[src/hw/rtl/cwm_pkg.sv]
// Shared types and constants for the 2D convolution window MAC core.
package cwm_pkg;

  // Field widths.
  localparam int PIX_W      = 8;
  localparam int COEF_W     = 16;
  localparam int PROD_W     = COEF_W + PIX_W + 1;
  localparam int RSUM_W     = PROD_W + 2;
  localparam int SUM_W      = PROD_W + 4;
  localparam int OUT_W      = 27;
  localparam int CFG_IDX_W  = 3;
  localparam int CFG_DATA_W = 48;

  // Largest supported kernel side.
  localparam int MAX_KERNEL = 3;

  // Output saturation limits.
  localparam logic signed [SUM_W-1:0] SUM_LOW  = -29'sd37601280;
  localparam logic signed [SUM_W-1:0] SUM_HIGH = 29'sd37598985;

  // Configuration register indexes.
  typedef enum logic [CFG_IDX_W-1:0] {
    CFG_COEF_TOP     = 3'd0,
    CFG_COEF_MID     = 3'd1,
    CFG_COEF_BOTTOM  = 3'd2,
    CFG_KERNEL_SIDE  = 3'd3,
    CFG_PAD_WIDTH    = 3'd4,
    CFG_IMAGE_WIDTH  = 3'd5,
    CFG_IMAGE_HEIGHT = 3'd6
  } cwm_cfg_idx_t;

  // Window: [row][col], row 0 on top, col 0 the oldest column.
  typedef logic [2:0][2:0][PIX_W-1:0] cwm_win_t;

  // Coefficients: [kernel row][kernel col], two's complement Q1.14.
  typedef logic [2:0][2:0][COEF_W-1:0] cwm_coef_t;

  // Per-stage item tag.
  typedef struct packed {
    logic vld;
    logic emit;
    logic last;
  } cwm_tag_t;

  // Load enables for the MAC pipeline registers.
  typedef struct packed {
    logic prod_en;
    logic rsum_en;
    logic out_en;
  } cwm_mac_ctl_t;

endpackage

[src/hw/rtl/cwm_mac.sv]
// Multiply-accumulate datapath: nine products, row sums, final sum with saturation.
module cwm_mac
  import cwm_pkg::*;
(
  input  logic                    clk,
  input  cwm_win_t                window,
  input  cwm_coef_t               coef,
  input  logic [1:0]              ksize,
  input  cwm_mac_ctl_t            ctl,
  output logic signed [OUT_W-1:0] conv_sum
);

  logic [COEF_W-1:0]        coef_sel [3][3];
  logic [PIX_W-1:0]         win_sel  [3][3];
  logic signed [PROD_W-1:0] prod_nxt [3][3];
  logic signed [PROD_W-1:0] prod_r   [3][3];
  logic signed [RSUM_W-1:0] rsum_nxt [3];
  logic signed [RSUM_W-1:0] rsum_r   [3];
  logic signed [SUM_W-1:0]  total;
  logic signed [OUT_W-1:0]  conv_sum_nxt;
  logic signed [OUT_W-1:0]  conv_sum_r;

  // Align the kernel with the bottom-right corner of the window; taps outside
  // the kernel take zero for both operands.
  always_comb begin
    for (int i = 0; i < 3; i++) begin
      for (int j = 0; j < 3; j++) begin
        coef_sel[i][j] = '0;
        win_sel[i][j]  = '0;
      end
    end
    unique case (ksize)
      2'd1: begin
        coef_sel[2][2] = coef[0][0];
        win_sel[2][2]  = window[2][2];
      end
      2'd2: begin
        for (int i = 0; i < 2; i++) begin
          for (int j = 0; j < 2; j++) begin
            coef_sel[i+1][j+1] = coef[i][j];
            win_sel[i+1][j+1]  = window[i+1][j+1];
          end
        end
      end
      default: begin
        for (int i = 0; i < 3; i++) begin
          for (int j = 0; j < 3; j++) begin
            coef_sel[i][j] = coef[i][j];
            win_sel[i][j]  = window[i][j];
          end
        end
      end
    endcase
  end

  // Nine products.
  always_comb begin
    for (int i = 0; i < 3; i++) begin
      for (int j = 0; j < 3; j++) begin
        prod_nxt[i][j] = $signed(coef_sel[i][j]) * $signed({1'b0, win_sel[i][j]});
      end
    end
  end

  // Sum each window row.
  always_comb begin
    for (int i = 0; i < 3; i++) begin
      rsum_nxt[i] = RSUM_W'(prod_r[i][0]) + RSUM_W'(prod_r[i][1]) + RSUM_W'(prod_r[i][2]);
    end
  end

  // Final sum, clamped to the output range.
  always_comb begin
    total = SUM_W'(rsum_r[0]) + SUM_W'(rsum_r[1]) + SUM_W'(rsum_r[2]);
    if (total < SUM_LOW) begin
      conv_sum_nxt = OUT_W'(SUM_LOW);
    end else if (total > SUM_HIGH) begin
      conv_sum_nxt = OUT_W'(SUM_HIGH);
    end else begin
      conv_sum_nxt = OUT_W'(total);
    end
  end

  // Pipeline registers.
  always_ff @(posedge clk) begin
    if (ctl.prod_en) begin
      prod_r <= prod_nxt;
    end
    if (ctl.rsum_en) begin
      rsum_r <= rsum_nxt;
    end
    if (ctl.out_en) begin
      conv_sum_r <= conv_sum_nxt;
    end
  end

  assign conv_sum = conv_sum_r;

endmodule

[config.mk]
export PLATFORM = sky130hd
export DESIGN_NAME = cwm_mac
export DESIGN_NICKNAME = d
export VERILOG_FILES = /design/src/hw/rtl/cwm_pkg.sv /design/src/hw/rtl/cwm_mac.sv
export SDC_FILE = /design/constraint.sdc
export NUM_CORES = 2
export LEC_CHECK = 0
export ABC_AREA = 1
export BUFFER_PORTS_ARGS = -buffer_cell sky130_fd_sc_hd__buf_2
export CORE_ASPECT_RATIO = 1.25
export CORE_UTILIZATION = 60
export CTS_BUF_LIST = sky130_fd_sc_hd__clkbuf_4
export CTS_CLUSTER_DIAMETER = 80
export DETAILED_ROUTE_END_ITERATION = 8
export PLACE_DENSITY = 0.83
export REMOVE_ABC_BUFFERS = 1
export SLEW_MARGIN = 20
export SYNTH_ARGS = -nofsm -noshare
export SYNTH_HDL_FRONTEND = slang
export SYNTH_SLANG_ARGS = --single-unit
[constraint.sdc]
create_clock -name clk -period 8.3 [get_ports clk]
set_input_delay 1.66 -clock clk [delete_from_list [all_inputs] [get_ports clk]]
set_output_delay 1.66 -clock clk [all_outputs]
set_load 0.005 [all_outputs]
**Word-level counts from Yosys, hierarchy flattened**

Cells that the tools add are included.

- Add/subtract/negate cells: 8
- Multiply operators: 9
- $lt $le $gt $ge: 2
- Eq/ne operators: 2
- Mux-type cells: 10
- Reductions and logical operators: 2

Operators by type and width:

| kind | number |
|---|---|
| multiplier 16 x 9 -> 25 bit | 9 |
| adder 26 x 25 -> 27 bit | 3 |
| adder 25 x 25 -> 26 bit | 3 |
| 2-to-1 mux 64 bit | 1 |
| case mux 16 bit (2 select lines) | 2 |
| case mux 32 bit (2 select lines) | 1 |
| 2-to-1 mux 16 bit | 2 |
| 2-to-1 mux 32 bit | 1 |
| adder 28 x 27 -> 29 bit | 1 |
| greater-than comparator 29 x 27 -> 1 bit (second input constant) | 1 |
| less-than comparator 29 x 27 -> 1 bit (second input constant) | 1 |
| adder 27 x 27 -> 28 bit | 1 |
| 2-to-1 mux 27 bit | 1 |
| 2-to-1 mux 8 bit | 2 |
| OR reduction 2 bit | 2 |
| equality test 2 x 1 -> 1 bit (second input constant) | 1 |
| equality test 2 bit (second input constant) | 1 |

- Register bits: 333
- Input port bits: 222
- Output and inout port bits: 27
- Word-level logic and storage cells: 47

**Logic depth before layout (Yosys ltp)**

- Word-level depth: 4
- Depth in mapped cells: 32
- Depth with buffers taken out: 29

**Least setup slack after synthesis**

OpenSTA, ideal clock, no wires.

- Kind: input -> register
- Start: input port ksize[0]
- End: register prod_r[223] (netlist bit) (data pin)
- Library setup time: 0.265 ns
- Data arrival time: 7.093 ns
- Data required time: 8.035 ns
- Setup slack: 0.942 ns
- Stages on the path: 24
- Path through: inv_1 > ha_1 > clkbuf_1 > clkbuf_1 > nand2_1 > inv_1 > clkbuf_1 > nand2_1 > fa_1 > inv_1 > fa_1 > inv_1 > fa_1 > fa_1 > inv_1 > ha_1 > a21oi_1 > a21boi_0 > o21ai_0 > a21boi_0 > o21bai_1 > a21boi_0 > o21ai_0 > xor2_1

RTL lines:

| item | line | text |
|---|---|---|
| from (decl) | cwm_mac.sv:8 | `input logic [1:0] ksize,` |
| to (signal assigned) | cwm_mac.sv:87 | `prod_r <= prod_nxt;` |
| to (decl) | cwm_mac.sv:16 | `logic signed [PROD_W-1:0] prod_r [3][3];` |

==> reports/metrics.cfg <==
[run_status]
status = complete, no violations

[routing]
totalWireLength_mm = 155
drc = 0
avgViaCountPerCell = 5.45
ant_nets = 0
dr.pass1.iters = 8
wl_per_cell_um = 18.1
drt_iter0_markers = 3201
vias = 46800

[final_layout]
final_nets = 9008
utilization_pct = 65.2
final_layout_size_suffix_gt1_share_pct = 7.20
final_cell_area_mm2 = 0.0637
area_growth_pct = 7.30

[floorplanning]
num_rows = 128
die_x_um = 283
core-area_mm2 = 0.0977
die-height_um = 354
start_util_pct = 60.7
dieArea_mm2 = 0.100
io_pins = 249

[sta]
fin_crit_ns = 7.11
relSlewSlack_pct = 28.0
period_share_pct = 85.7
setup_violations = 0
worstMarginPinSlew_ns = 1.08
rsz0062_at_grt = false
hold_viol = 0
fin_skew_ns = 0.0938
setup_ws_ns = 1.19
slew_viol_final = 0
max_freq_mhz = 141

[clock_tree]
cts_max_level = 3
clockBufferDepth = 3
root_buffer = clkbuf_4
holdBufCountCts = 0
clock_latency_ns = 0.89
path_clk_slew_ns = 0.06
post_cts_resized = 0
cts_tree = built
clock-sinks = 333
cts_buffers = 89
cts_setup_buffers = 0

[logic_synthesis]
synthCells = 6885
synthesis.area_mm2 = 0.0593
synth_common_cells = 1,801 x inv_1, 1,079 x nand2_1, 1,024 x fa_1, 789 x nor2_1, 554 x ha_1
ys_ff_latch = 333
synth.avg_cell_area_um2 = 8.62
yosys_warnings = 0
synth_ff_type = edfxtp_1
synthArstFlopShare_pct = 0
yosysMostFrequentCell = inv_1
synth_cell_types = 53
yosysSeqAreaShare_pct = 16.9
yosysTopAreaCellShare_pct = 34.5
synth_edf_count = 333
synth_top_area_cell = fa_1
synth_area_leaders = fa_1 35%, edfxtp_1 17%, ha_1 12%, inv_1 11%, nand2_1 6.8%

[pwr]
leakagePower_nw = 33.8
power.density_mw_per_mm2 = 433
vdd_ir_drop_max_mv = 0.427
power_mw = 27.6

[place]
dp_worst_setup_slack_ns = 0.408
place_area_mm2 = 0.0625
gp_congestion = 0.991
dpl.hpwl_mm = 133
io_buffer_count = 248

[global_route]
first_global_vias = 50400
antenna_found_initial = 12
overflow = 0
grt_use_total_pct = 32.2
grt_pass1_wl_mm = 254
grt_max_degree = 82

[worst_setup_path]
startpoint_type = primary input
crit_arrival_ns = 7.70
required_ns = 8.89
crit_path_end_kind = flip-flop
path_class = in -> reg
crit_fanout = 48
rr_worst_depth = 17

[min_path]
whs_path_depth = 2
hold_class = reg -> reg

[job]
cap_violations = 0

[cell usage in the layout (no fill, tap or decap), types with 5 or more instances in the layout]
cell / synthesis / final
clkinv_2: 0 / 8
nor3_1: 32 / 32
nand2_2: 13 / 13
ha_1: 554 / 553
inv_2: 3 / 5
o31ai_1: 5 / 5
nand3_1: 118 / 118
buf_4: 0 / 76
xnor2_1: 130 / 130
edfxtp_1: 333 / 333
buf_2: 0 / 247
o211ai_1: 19 / 19
xor2_1: 160 / 160
nor4_1: 19 / 19
o21ai_1: 7 / 7
a21boi_0: 27 / 27
nand2_1: 1079 / 1079
a21o_1: 8 / 8
a21oi_1: 307 / 307
o21ai_0: 193 / 193
a21oi_2: 12 / 12
nand4_1: 26 / 26
a31oi_1: 23 / 23
diode_2: 0 / 9
o221ai_1: 19 / 19
or2_2: 7 / 7
o22ai_1: 16 / 16
nand3b_1: 8 / 8
o21bai_1: 14 / 14
fa_1: 1024 / 1024
nor2_1: 789 / 788
inv_1: 1801 / 1799
clkbuf_4: 0 / 126
clkinv_1: 2 / 22
[worst max-delay path: stages]
cell      delay, ns
buf_2          0.09
inv_1          0.06
ha_4           0.30
buf_12         0.21
nand2_1        0.27
inv_1          0.42
nand2_1        0.14
fa_1           0.56
inv_1          0.06
fa_1           0.49
inv_1          0.06
fa_1           0.48
fa_1           0.49
inv_1          0.04
ha_1           0.34
a21oi_1        0.15
a21boi_0       0.35
o21ai_0        0.19
a21boi_0       0.41
o21bai_1       0.15
a21boi_0       0.38
o21ai_0        0.16
xor2_1         0.17
[routing by layer]
metal	routed length (µm)	up-vias	part of all wire (%)	GRT usage [%]
met3	10100	553	6.5	4.76
li1	-	21500	-	-
met1	56000	23000	36	36.7
met2	78200	1788	50	57.1
met4	11000	12	7.1	19.7
met5	78	-	0.050	0
[worst paths after layout]
path,from,end,slack [ns]
min,prod_r[101],rsum_r[28],0.76
min reg2reg,prod_r[101],rsum_r[28],0.76
max reg2reg,rsum_r[1],conv_sum[7],4.36
max,ksize[0],prod_r[221],1.19
[through the flow]
stage / cells / hold slack [ns] / setup TNS [ns]
after global placement: 8417 / 0.738 / 0
after detailed placement: 8417 / 0.763 / 0
after CTS: 8580 / 0.759 / 0
after floorplan: 6791 / 0.680 / -36.46
after global routing: 8583 / 0.762 / 0
final: 8589 / 0.759 / 0
[flip-flops by register name (all words and copies together), names as in the netlist]
| name | count |
|---|---|
| conv_sum | 27 |
| prod_r | 225 |
| rsum_r | 81 |
[cell type report]
type	instances	area, µm²
well taps	1300	1630
flip-flops and latches	333	10000
clock buffers	126	946
multi-input cells	4651	42200
diodes	9	22.5
repair buffers	326	1860
clock inverters	37	246
inverters	1807	6790
fillers	7998	34000
[report_power, final]
part           internal [mW]  leakage (nW)  total [mW]  switching [mW]
registers               3.91          3.26        4.60           0.693
logic                   7.83          29.9        21.4            13.6
clock network          0.780         0.705        1.54           0.758
[kinds of logic (layout without fill, tap and decap cells)]
| group | Yosys count | after routing | share of synthesized area [%] |
|---|---|---|---|
| flip-flops | 333 | 333 | 16.9 |
| buffers and inverters | 1901 | 2296 | 12.1 |
| adder cells (fa/ha/maj) | 1578 | 1578 | 46.2 |
| AO/OA/AOI/OAI | 667 | 667 | 6.30 |
| XOR/XNOR | 290 | 290 | 4.28 |
| other | 0 | 9 | 0 |
| AND/OR/NAND/NOR | 2116 | 2116 | 14.3 |
No activity file was read; power rests on OpenSTA's default activity.
